File: config.mk
export PLATFORM = sky130hd
export DESIGN_NAME = block_repeat_decoder_top
export DESIGN_NICKNAME = d
export VERILOG_FILES = /design/src/hw/rtl/brd_pkg.sv /design/src/hw/rtl/brd_ctrl.sv /design/src/hw/rtl/brd_dp.sv /design/src/hw/rtl/block_repeat_decoder_top.sv
export SDC_FILE = /design/constraint.sdc
export NUM_CORES = 1
export LEC_CHECK = 0
export ABC_AREA = 1
export BUFFER_PORTS_ARGS = -buffer_cell sky130_fd_sc_hd__buf_2
export CAP_MARGIN = 0
export CORE_ASPECT_RATIO = 0.8
export CORE_MARGIN = 1.5
export CORE_UTILIZATION = 50
export DETAILED_ROUTE_END_ITERATION = 12
export GPL_TIMING_DRIVEN = 0
export MAX_ROUTING_LAYER = met4
export PLACE_DENSITY = 0.76
export SETUP_SLACK_MARGIN = 0.5
export SLEW_MARGIN = 0
export SYNTH_ARGS = -nofsm -noshare
export SYNTH_HDL_FRONTEND = slang
export SYNTH_HIERARCHICAL = 1
export SYNTH_SLANG_ARGS = --single-unit
File: constraint.sdc
create_clock -name clk -period 4.4 [get_ports clk]
set_input_delay 1.1 -clock clk [delete_from_list [all_inputs] [get_ports clk]]
set_output_delay 1.1 -clock clk [all_outputs]
set_load 0.01 [all_outputs]
File: src/hw/rtl/brd_pkg.sv
// Shared types, codes and constants for the block repeat decoder.
// No dependencies; imported by every module of the block.
`timescale 1ns / 1ps

package brd_pkg;

  localparam int MAX_BLOCK_DEF = 8;
  localparam int CHAR_W        = 8;
  localparam int CFG_W         = 4;
  localparam int COUNT_W       = 4;
  localparam int STATUS_W      = 2;
  localparam int REPS_W        = 4;

  localparam logic [CHAR_W-1:0] CHAR_ZERO = 8'h30;
  localparam logic [CHAR_W-1:0] CHAR_ONE  = 8'h31;
  localparam logic [CHAR_W-1:0] CHAR_NINE = 8'h39;

  localparam logic [STATUS_W-1:0] ST_OK      = 2'd0;
  localparam logic [STATUS_W-1:0] ST_ILLEGAL = 2'd1;
  localparam logic [STATUS_W-1:0] ST_TRUNC   = 2'd2;

  localparam logic [CFG_W-1:0] BLOCK_LENGTH_RST = 4'd1;

  typedef enum logic [2:0] {
    MODE_LITERAL,
    MODE_CAPTURE,
    MODE_FLUSH_FULL,
    MODE_FLUSH_END,
    MODE_HALTED
  } mode_t;

  // Controller to datapath
  typedef struct packed {
    logic start_block;
    logic store_byte;
    logic emit_literal;
    logic emit_illegal;
    logic flush;
    logic flush_end;
  } brd_cmd_t;

  // Datapath to controller
  typedef struct packed {
    logic is_zero;
    logic is_digit;
    logic is_legal;
    logic full_next;
    logic burst_busy;
    logic block_err;
  } brd_stat_t;

  // Letters, punctuation and space characters of the C locale
  function automatic logic legal_byte(input logic [CHAR_W-1:0] c);
    logic ok;
    ok = ((c >= 8'd65)  && (c <= 8'd90))  || ((c >= 8'd97)  && (c <= 8'd122)) ||
         ((c >= 8'd33)  && (c <= 8'd47))  || ((c >= 8'd58)  && (c <= 8'd64))  ||
         ((c >= 8'd91)  && (c <= 8'd96))  || ((c >= 8'd123) && (c <= 8'd126)) ||
         ((c >= 8'd9)   && (c <= 8'd13))  || (c == 8'd32);
    return ok;
  endfunction

endpackage

File: src/hw/rtl/brd_ctrl.sv
// Mode controller of the block repeat decoder.
// Depends on brd_pkg; drives brd_dp through brd_cmd_t and reads brd_stat_t.
`timescale 1ns / 1ps

module brd_ctrl (
  input  logic             clk,
  input  logic             rst,
  input  logic             in_valid,
  input  logic             end_of_text,
  output logic             in_ready,
  input  brd_pkg::brd_stat_t stat,
  output brd_pkg::brd_cmd_t  cmd
);
  import brd_pkg::*;

  mode_t state;
  mode_t state_next;
  logic  accept;

  assign accept = in_valid && in_ready;

  always_ff @(posedge clk) begin
    if (rst) begin
      state <= MODE_LITERAL;
    end else begin
      state <= state_next;
    end
  end

  always_comb begin
    state_next = state;
    unique case (state)
      MODE_LITERAL: begin
        if (accept) begin
          if (end_of_text || stat.is_zero) begin
            state_next = MODE_HALTED;
          end else if (stat.is_digit) begin
            state_next = MODE_CAPTURE;
          end else if (!stat.is_legal) begin
            state_next = MODE_HALTED;
          end
        end
      end
      MODE_CAPTURE: begin
        if (accept) begin
          if (end_of_text) begin
            state_next = MODE_FLUSH_END;
          end else if (stat.full_next) begin
            state_next = MODE_FLUSH_FULL;
          end
        end
      end
      MODE_FLUSH_FULL: state_next = stat.block_err ? MODE_HALTED : MODE_LITERAL;
      MODE_FLUSH_END:  state_next = MODE_HALTED;
      MODE_HALTED:     state_next = MODE_HALTED;
      default:         state_next = MODE_HALTED;
    endcase
  end

  always_comb begin
    cmd      = '0;
    in_ready = 1'b0;
    unique case (state)
      MODE_LITERAL: begin
        in_ready = !stat.burst_busy;
        if (accept && !end_of_text && !stat.is_zero) begin
          cmd.start_block  = stat.is_digit;
          cmd.emit_literal = !stat.is_digit && stat.is_legal;
          cmd.emit_illegal = !stat.is_digit && !stat.is_legal;
        end
      end
      MODE_CAPTURE: begin
        in_ready       = !stat.burst_busy;
        cmd.store_byte = accept && !end_of_text;
      end
      MODE_FLUSH_FULL: cmd.flush = 1'b1;
      MODE_FLUSH_END: begin
        cmd.flush     = 1'b1;
        cmd.flush_end = 1'b1;
      end
      MODE_HALTED: in_ready = 1'b1;
      default:     in_ready = 1'b0;
    endcase
  end

endmodule

File: src/hw/rtl/brd_dp.sv
// Datapath of the block repeat decoder: length register, block store,
// burst register and output register. Depends on brd_pkg; driven by brd_ctrl.
`timescale 1ns / 1ps

module brd_dp #(
  parameter int MAX_BLOCK = brd_pkg::MAX_BLOCK_DEF
) (
  input  logic                                clk,
  input  logic                                rst,
  input  logic                                cfg_we,
  input  logic [brd_pkg::CFG_W-1:0]           cfg_wdata,
  input  logic [brd_pkg::CHAR_W-1:0]          char_in,
  input  brd_pkg::brd_cmd_t                   cmd,
  output brd_pkg::brd_stat_t                  stat,
  output logic                                out_valid,
  input  logic                                out_ready,
  output logic [8*MAX_BLOCK-1:0]              block_bytes,
  output logic [brd_pkg::COUNT_W-1:0]         byte_count,
  output logic [brd_pkg::STATUS_W-1:0]        status,
  output logic                                last_result
);
  import brd_pkg::*;

  localparam int CntW = $clog2(MAX_BLOCK + 1);
  localparam int IdxW = (MAX_BLOCK > 1) ? $clog2(MAX_BLOCK) : 1;
  localparam int BytesW = 8 * MAX_BLOCK;

  logic [CFG_W-1:0]    block_length;
  logic [CntW-1:0]     fill_count;
  logic [REPS_W-1:0]   repeat_count;
  logic [CHAR_W-1:0]   block_store [MAX_BLOCK];
  logic [MAX_BLOCK-1:0] legal_store;

  logic [BytesW-1:0]   burst_bytes;
  logic [CntW-1:0]     burst_count;
  logic [STATUS_W-1:0] burst_status;
  logic [REPS_W-1:0]   burst_left;

  logic [CFG_W-1:0]    len_clamp;
  logic [CntW-1:0]     len_eff;
  logic                fill_room;
  logic [CntW-1:0]     fill_next;
  logic [CntW-1:0]     flush_len;
  logic [MAX_BLOCK-1:0] bad;
  logic [CntW-1:0]     first_bad;
  logic [CntW-1:0]     flush_count;
  logic [BytesW-1:0]   flush_bytes;
  logic [BytesW-1:0]   lit_bytes;
  logic                out_load;

  // Length 0 acts as 1, anything above the store depth as the depth
  always_comb begin
    if (block_length == '0) begin
      len_clamp = CFG_W'(1);
    end else if (block_length > CFG_W'(MAX_BLOCK)) begin
      len_clamp = CFG_W'(MAX_BLOCK);
    end else begin
      len_clamp = block_length;
    end
  end
  assign len_eff   = CntW'(len_clamp);
  assign fill_room = fill_count < len_eff;
  assign fill_next = fill_room ? fill_count + CntW'(1) : fill_count;
  assign flush_len = fill_room ? fill_count : len_eff;

  // Find the first illegal byte inside the flushed length
  always_comb begin
    first_bad = '0;
    for (int i = MAX_BLOCK - 1; i >= 0; i--) begin
      bad[i] = (CntW'(i) < flush_len) && !legal_store[i];
      if (bad[i]) begin
        first_bad = CntW'(i);
      end
    end
  end

  assign flush_count = (|bad) ? first_bad : flush_len;

  always_comb begin
    for (int i = 0; i < MAX_BLOCK; i++) begin
      flush_bytes[8*i +: 8] = (CntW'(i) < flush_count) ? block_store[i] : '0;
    end
    lit_bytes      = '0;
    lit_bytes[7:0] = char_in;
  end

  assign stat.is_zero    = char_in == CHAR_ZERO;
  assign stat.is_digit   = (char_in >= CHAR_ONE) && (char_in <= CHAR_NINE);
  assign stat.is_legal   = legal_byte(char_in);
  assign stat.full_next  = fill_next >= len_eff;
  assign stat.burst_busy = burst_left != '0;
  assign stat.block_err  = |bad;

  always_ff @(posedge clk) begin
    if (rst) begin
      block_length <= BLOCK_LENGTH_RST;
    end else if (cfg_we) begin
      block_length <= cfg_wdata;
    end
  end

  // Capture counters
  always_ff @(posedge clk) begin
    if (rst) begin
      fill_count   <= '0;
      repeat_count <= '0;
    end else begin
      if (cmd.start_block) begin
        repeat_count <= REPS_W'(char_in[3:0]);
        fill_count   <= '0;
      end else if (cmd.store_byte) begin
        fill_count <= fill_next;
      end else if (cmd.flush) begin
        fill_count <= '0;
      end
    end
  end

  // Block store, written at the fill position
  always_ff @(posedge clk) begin
    if (cmd.store_byte && fill_room) begin
      block_store[fill_count[IdxW-1:0]] <= char_in;
      legal_store[fill_count[IdxW-1:0]] <= legal_byte(char_in);
    end
  end

  // Burst register: one descriptor, repeated burst_left times
  always_ff @(posedge clk) begin
    if (rst) begin
      burst_left <= '0;
    end else if (cmd.emit_literal || cmd.emit_illegal) begin
      burst_left <= REPS_W'(1);
    end else if (cmd.flush) begin
      if (|bad || (cmd.flush_end && flush_len == '0)) begin
        burst_left <= REPS_W'(1);
      end else begin
        burst_left <= repeat_count;
      end
    end else if (out_load) begin
      burst_left <= burst_left - REPS_W'(1);
    end
  end

  always_ff @(posedge clk) begin
    if (cmd.emit_literal) begin
      burst_bytes  <= lit_bytes;
      burst_count  <= CntW'(1);
      burst_status <= ST_OK;
    end else if (cmd.emit_illegal) begin
      burst_bytes  <= '0;
      burst_count  <= '0;
      burst_status <= ST_ILLEGAL;
    end else if (cmd.flush) begin
      burst_bytes  <= flush_bytes;
      burst_count  <= flush_count;
      if (|bad) begin
        burst_status <= ST_ILLEGAL;
      end else if (cmd.flush_end) begin
        burst_status <= ST_TRUNC;
      end else begin
        burst_status <= ST_OK;
      end
    end
  end

  // Output register; status applies to the final repetition only
  assign out_load = stat.burst_busy && (!out_valid || out_ready);

  always_ff @(posedge clk) begin
    if (rst) begin
      out_valid <= 1'b0;
    end else if (out_load) begin
      out_valid <= 1'b1;
    end else if (out_ready) begin
      out_valid <= 1'b0;
    end
  end

  always_ff @(posedge clk) begin
    if (out_load) begin
      block_bytes <= burst_bytes;
      byte_count  <= COUNT_W'(burst_count);
      last_result <= burst_left == REPS_W'(1);
      status      <= (burst_left == REPS_W'(1)) ? burst_status : ST_OK;
    end
  end

endmodule

File: src/hw/rtl/block_repeat_decoder_top.sv
// Block repeat decoder, top level.
// Depends on brd_pkg, brd_ctrl and brd_dp.
`timescale 1ns / 1ps

// Decodes a byte stream into packed results. In literal mode a letter,
// punctuation or space byte comes out as a one-byte result; a digit 1..9
// captures the next block_length bytes and replays them that many times,
// one result per repetition; '0' or end of text stops decoding; any other
// byte gives an illegal-character result and the decoder halts until rst.
// Timing: a captured byte is taken as soon as it is offered; a literal byte
// holds the input while its result moves into the output register. The byte
// that completes a block, or end of text during capture, adds a flush state in
// which the input is not ready. Results leave at one per cycle from an output
// register while out_ready allows; in literal and capture mode a new input
// transaction is taken once the burst register has handed its last repetition
// to the output register, so a digit-n block holds the input after the flush
// state while its n repetitions drain, longer when out_ready stalls.
// Configuration (block_length) is written with cfg_we/cfg_wdata, no wait.

module block_repeat_decoder_top #(
  parameter int MAX_BLOCK = brd_pkg::MAX_BLOCK_DEF
) (
  input  logic                          clk,
  input  logic                          rst,
  // Configuration
  input  logic                          cfg_we,
  input  logic [brd_pkg::CFG_W-1:0]     cfg_wdata,
  // Input channel
  input  logic                          in_valid,
  output logic                          in_ready,
  input  logic [brd_pkg::CHAR_W-1:0]    char_in,
  input  logic                          end_of_text,
  // Output channel
  output logic                          out_valid,
  input  logic                          out_ready,
  output logic [8*MAX_BLOCK-1:0]        block_bytes,
  output logic [brd_pkg::COUNT_W-1:0]   byte_count,
  output logic [brd_pkg::STATUS_W-1:0]  status,
  output logic                          last_result
);
  import brd_pkg::*;

  brd_cmd_t  cmd;
  brd_stat_t stat;

  // Mode sequencing: literal, capture, flush, halted
  brd_ctrl u_ctrl (
    .clk         (clk),
    .rst         (rst),
    .in_valid    (in_valid),
    .end_of_text (end_of_text),
    .in_ready    (in_ready),
    .stat        (stat),
    .cmd         (cmd)
  );

  // Store, repeat burst and output register
  brd_dp #(
    .MAX_BLOCK (MAX_BLOCK)
  ) u_dp (
    .clk         (clk),
    .rst         (rst),
    .cfg_we      (cfg_we),
    .cfg_wdata   (cfg_wdata),
    .char_in     (char_in),
    .cmd         (cmd),
    .stat        (stat),
    .out_valid   (out_valid),
    .out_ready   (out_ready),
    .block_bytes (block_bytes),
    .byte_count  (byte_count),
    .status      (status),
    .last_result (last_result)
  );

endmodule

==> flow_summary.ini, run 1 <==
[setup_path]
cp_data_arrival_time_ps = 3850
cp_max_fo = 13
required_ps = 4620
cp-start-kind = input port
r2r_slack_ps = 1160
critPathCaptureType = flip-flop
crit_type = in2reg

[timing]
max_slew_margin_pct = 39.6
period_share_pct = 82.5
drv_slew = 0
tightest_slew_ps = 906
fin_skew_ps = 9.28
hold_violations = 0
rsz0062_at_grt = no
period_minus_slack_ps = 3630
max_freq_ghz = 0.276
setup_viol = 0
fin_tns_setup_ps = 0

[pwr]
peakVddDrop_mv = 0.557
p_sw_mw = 1.84
pwr-share-comb_pct = 20.7
powerDensity_nw_per_um2 = 593
p_sw_share_pct = 28.7
pwr-share-seq_pct = 47.1
p_leak_nw = 4.68
p_int_mw = 4.56
clkPwrFrac_pct = 32.2

[logic_synthesis]
yosysWarningCount = 6
syn_nets = 869
avgSynthCellArea_um2 = 10.8
synth.yosys.seq_area_share_pct = 68.2
netlist_area_um2 = 9060
syn_inst = 841
ys_types = 45
ys_seq_elements = 233

[run]
cap_violations = 0

[placed_design]
dpl_cell_area_um2 = 9890
place_congestion = 0.886
io_buffer_count = 90
dp.cells = 1163
hpwlAfterDp_um = 12300

[global_route]
grt_max_degree = 73
grt_pass1_vias = 5870
grt_usage_pct = 20.5
grt_overflow = 0
antenna_found_initial = 1
grt_pass1_wl_um = 29400

[clock_tree]
root_buffer = clkbuf_16
numCtsBuffers = 22
htreeDepth = 1
tritoncts = yes
clock_path_buffers = 3
clock-sinks = 233
clkSlewWorstSetupHoldPaths_ps = 60
clk_latency_ps = 500

[final_layout]
layout-drive-gt1-share_pct = 21.4
nNetsFinal = 994
postLayoutCellArea_um2 = 10800
layout.cells.non_filler = 1208
syn_to_final_growth_pct = 19.3
final_core_util_pct = 61.6

[route]
vias_per_cell = 5.12
drtAntennaViolNets = 0
dr.pass1.iters = 5
dr_total_vias = 6182
wire_per_inst_um = 15.3
drtIter0Drc = 441
drcViolationCount = 0
drt-total-wl_um = 18500

[floorplanning]
die_h_um = 123
coreArea_um2 = 17500
dieArea_um2 = 18900
num_rows = 43
start_util_pct = 51.6
num_io_pins = 91
die_x_um = 153

[run_status]
outcome = complete, no violations

[hold_path]
hp-class = reg2reg
==> power by group through the flow <==
stage	clock network, mW	logic (mW)	registers (mW)
5_1_grt	2.17	1.47	3.06
2_1_floorplan	0	0.578	3.24
3_3_place_gp	0	1.25	3.08
4_1_cts	2.09	1.32	3.02
3_5_place_dp	0	1.29	3.06
6_report	2.06	1.33	3.02
==> Yosys cell counts, drive strengths merged <==
cell | number | share of area [%]
or3 | 1 | 0.069
inv | 110 | 4.6
or2 | 2 | 0.14
ha | 10 | 1.4
xor2 | 2 | 0.19
a32o | 1 | 0.11
nor3 | 5 | 0.28
clkbuf | 16 | 0.66
a221oi | 1 | 0.097
nand3 | 42 | 2.7
nand2 | 233 | 11
o21ai | 51 | 2.9
a211oi | 4 | 0.33
dfxtp | 82 | 18
buf | 2 | 0.21
nand4 | 4 | 0.35
o211ai | 2 | 0.17
o21bai | 1 | 0.12
o31ai | 2 | 0.17
o32ai | 2 | 0.19
a21oi | 24 | 1.4
and3 | 1 | 0.069
a22o | 1 | 0.097
a2111oi | 1 | 0.097
clkinv | 1 | 0.041
nor4 | 9 | 0.69
xnor2 | 1 | 0.097
edfxtp | 151 | 50
o22ai | 1 | 0.069
nor2 | 78 | 3.7
==> flip-flops by register name (all words and copies together), names as in the netlist, 3 cells and up <==
name and cells:
u_dp/legal_store 8, u_ctrl/state 3, u_dp/burst_left 4, u_dp/byte_count 4
u_dp/burst_bytes 64, u_dp/block_bytes 64, u_dp/block_store 64, u_dp/fill_count 4
u_dp/repeat_count 4, u_dp/block_length 4, u_dp/burst_count 4
==> cells in the final DEF, fill, tap and decap left out, types with 4 or more instances in the layout <==
cell,n
nand2_4,10
inv_1,101
edfxtp_1,151
dfxtp_1,82
clkbuf_16,26
nor4_2,9
a21oi_1,23
a211oi_1,4
clkbuf_2,5
nand3_1,38
ha_1,10
nand2_2,15
o21ai_0,48
buf_2,85
clkbuf_4,5
clkbuf_1,12
nor2_1,70
buf_4,13
nor3_1,5
inv_2,5
nand2_1,208
==> logic make-up after synthesis <==
kind of cell    synth area share [%]
compound gates                  5.68
xor+xnor                       0.290
fa+ha+maj                       1.38
buf+inv                         5.53
flops                           68.2
simple gates                    18.9
==> layout make-up <==
| class | count | area, um2 |
|---|---|---|
| diodes | 1 | 2.50 |
| plain buffers | 18 | 92.6 |
| clock buffers | 30 | 676 |
| clock inverters | 10 | 139 |
| fillers | 1396 | 6730 |
| inverters | 111 | 432 |
| multi-input cells | 479 | 2450 |
| flip-flops and latches | 233 | 6180 |
| well taps | 225 | 282 |
| repair buffers | 101 | 558 |
==> layer usage <==
metal / track usage [%] / routed length, um / up-vias
li1: - / - / 3034
met5: - / 0 / -
met3: 3.75 / 1280 / 36
met4: 4.92 / 319 / 0
met2: 32.9 / 8300 / 234
met1: 27.4 / 8610 / 2878
==> worst max-delay path, stage by stage <==
cell        delay [ps]
clkbuf_4           240
inv_1              150
a211oi_1           300
o31ai_1            100
a221oi_1           240
a211oi_1           110
o21ai_2            220
nand2_1             80
nor2_1             130
nand2_2             80
nor2_1             130
nor2_1              80
inv_1              120
buf_4              220
nor2_4              90
buf_4              220
clkinvlp_4          90
buf_12             130
==> through the flow <==
stage / power, mW / setup slack (ps) / hold WS, ps
after floorplan: 3.82 / 566 / 400
final: 6.40 / 772 / 431
after detailed placement: 4.35 / -942 / 405
after global routing: 6.70 / 521 / 445
after global placement: 4.33 / -817 / 414
after CTS: 6.44 / 513 / 433
==> repair_timing <==
action                                  in CTS  in global routing
resized for setup                            8                 24
cloned                                       0                  0
buffers inserted                             2                  2
pin swaps                                    1                  3
hold buffers                                 0                  0
endpoints found under the setup margin      73                 68
==> path summary, 6_finish.rpt <==
kind	start	to	cells past startpoint
worst max register to register	u_dp/block_length[2]	u_dp/burst_bytes[0]	20
worst max-delay path	char_in[2]	u_dp/burst_bytes[5]	18
worst min register to register	u_dp/burst_bytes[23]	u_dp/block_bytes[23]	0
worst min-delay path	u_dp/burst_bytes[23]	u_dp/block_bytes[23]	0
Note: power is estimated with default switching activity, not from simulation.
==> run 2, diff against run 1 <==
ABC_AREA = 0   (was 1)
clock period = 3.6 ns   (was 4.4 ns; I/O delays follow)
==> run 2 against run 1 <==
Effect of this change:
- sequential share of layout area decreased by 2.7 points
- die area is 3.6% lower
- hold slack got worse by 15 ps
- global-route usage up 1.5 points
- setup slack got worse by 420 ps
- clock-buffer cell count rose by 3
- via count shrank 7.2%
- total power increased by 19%
- critical path type is now reg2reg
- highest routed layer unchanged
==> flow_summary.ini, run 2 <==
[run_status]
outcome = complete, no violations

[timing]
whs_ps = 416
fin_skew_ps = 14.0
max_freq_ghz = 0.308
period_minus_slack_ps = 3240
fin_tns_setup_ps = 0
rsz0062_at_grt = yes
setup_viol = 0
max_slew_margin_pct = 36.1
tightest_slew_ps = 958
drv_slew = 0
period_share_pct = 90.1
hold_violations = 0

[pwr]
peakVddDrop_mv = 0.417
clkPwrFrac_pct = 30.9
p_sw_share_pct = 27.7
p_leak_nw = 4.19
pwr-share-seq_pct = 47.2
pwr-share-comb_pct = 21.9
p_int_mw = 5.51
total_power_mw = 7.62
p_sw_mw = 2.11
powerDensity_nw_per_um2 = 672

[clock_tree]
clkSlewWorstSetupHoldPaths_ps = 70
numCtsBuffers = 22
root_buffer = clkbuf_16
clock-sinks = 233
clk_latency_ps = 510
htreeDepth = 1
tritoncts = yes
clock_path_buffers = 3

[setup_path]
r2r_start = u_dp/block_length[3]
required_ps = 4000
crit_path_top_delay_cell = or3_4
path_cells = buf_6, inv_6, nand2_4, ha_4, or3_4, o21a_4, nor2_4, buf_6, mux2_4, ha_4, a21oi_4, nor2b_4, o21ai_1, nand2b_1, nor2_2, a221oi_4, a32o_1
cp_data_arrival_time_ps = 3640
critPathCaptureType = flip-flop
slowest_delay_ps = 360
cp-start-kind = flip-flop
cp-startpoint = u_dp/block_length[3]
cp_max_fo = 5
crit_type = reg2reg

[global_route]
grt_usage_pct = 22.0
antenna_found_initial = 0
grt_overflow = 0
grt_pass1_vias = 5449
grt_max_degree = 38
grt_pass1_wl_um = 29600

[final_layout]
nNetsFinal = 785
n_antenna_cell = 0
layout.cells.non_filler = 993
final_cell_mix = edfxtp_1, buf_2, dfxtp_1, a22o_1, buf_4
final_core_util_pct = 67.5
layout-drive-gt1-share_pct = 36.1
mostFrequentLayoutCell = edfxtp_1
syn_to_final_growth_pct = 30.1

[logic_synthesis]
avgSynthCellArea_um2 = 14.8
ys.flop_type = edfxtp_1
yosysMostFrequentCell = edfxtp_1
syn_inst = 591
synth.yosys.seq_area_share_pct = 70.8
synth_edf_count = 151
synth_area_leader_cell = edfxtp_1
syn_nets = 619
synthArstFlopShare_pct = 0
synth_top_cells_by_count = edfxtp_1, dfxtp_1, a22o_1
ys_types = 72
ys_top_cells_by_area = edfxtp_1, dfxtp_1, a22o_1, nor2_1, ha_1
synth_top_area_share_pct = 52.0
yosysWarningCount = 6
netlist_area_um2 = 8720
ys_seq_elements = 233

[placed_design]
dp.cells = 902
io_buffer_count = 89
hpwlAfterDp_um = 12100
place_congestion = 0.894

[floorplanning]
die_h_um = 121
num_io_pins = 91
coreArea_um2 = 16800
die_x_um = 151
start_util_pct = 51.8
num_rows = 42
dieArea_um2 = 18200

[route]
wire_per_inst_um = 19.9
vias_per_cell = 5.78
drtIter0Drc = 443
dr_total_vias = 5739
drtAntennaViolNets = 0
dr.pass1.iters = 5
drcViolationCount = 0
drt-total-wl_um = 19800

[hold_path]
hp-class = reg2reg
min-delay-start = u_dp/burst_bytes[11]

[run]
cap_violations = 0
==> run 2: per-layer routing <==
metal | wire length [um] | up-vias | global-route usage (%)
li1 | - | 2640 | -
met1 | 8590 | 2798 | 29.3
met2 | 9310 | 249 | 34.3
met3 | 1320 | 52 | 3.98
met4 | 584 | 0 | 7.34
met5 | 0 | - | -
==> run 2: kinds of logic (layout without fill, tap and decap cells) <==
group                    Yosys count  after routing  share of synthesized area, %
XOR/XNOR                           4              4                         0.402
multiplexers                      12             12                          1.39
AND/OR/NAND/NOR                  151            151                          10.4
buffers and inverters             38            220                          1.81
flip-flops                       233            233                          70.8
AO/OA/AOI/OAI                    143            143                          13.8
adder cells (fa/ha/maj)           10             10                          1.44
==> run 2: layout make-up <==
class	count	area, um2
Buffer	23	138
Clock buffer	33	643
Timing Repair Buffer	142	1080
Tap cell	220	275
Inverter	15	63.8
Fill cell	1123	5470
Multi-Input combinational cell	320	2860
Sequential cell	233	6180
Clock inverter	7	108
==> run 2: power by group through the flow <==
stage	clock network [mW]	registers (mW)	logic (mW)
CTS	2.39	3.60	1.61
finish	2.35	3.60	1.67
global placement	0	3.66	1.38
detailed placement	0	3.65	1.53
global route	2.50	3.64	1.81
floorplan	0	3.89	0.622
==> run 2: what timing repair did <==
item / in CTS / in global routing
pin swaps: 22 / 20
setup buffers: 39 / 11
resized for setup: 75 / 50
hold buffers: 0 / 0
endpoints found under the setup margin: 157 / 148
cloned: 1 / 0
==> run 2: path summary, 6_finish.rpt <==
kind                                             end  cells past startpoint  slack [ps]
worst min register to register  u_dp/block_bytes[11]                      0         420
worst min-delay path            u_dp/block_bytes[11]                      0         420
worst max-delay path                 u_ctrl/state[0]                     17         360
worst max register to register       u_ctrl/state[0]                     17         360
==> run 2: per-stage QoR <==
stage                     cell area (um2)  worst slack, ps
final                               11300              355
after global routing                11300              255
after CTS                           11000              430
after detailed placement             9570             -852
after global placement               9520             -754
after floorplan                      8800              294
==> run 2: critical path, delay by kind of cell, from the launching register on <==
kind	cells	cell delay, ps
flip-flops	1	310
multiplexers	1	310
adder cells (fa/ha/maj)	2	410
AO/OA/AOI/OAI	5	870
buffers and inverters	3	320
AND/OR/NAND/NOR	6	910
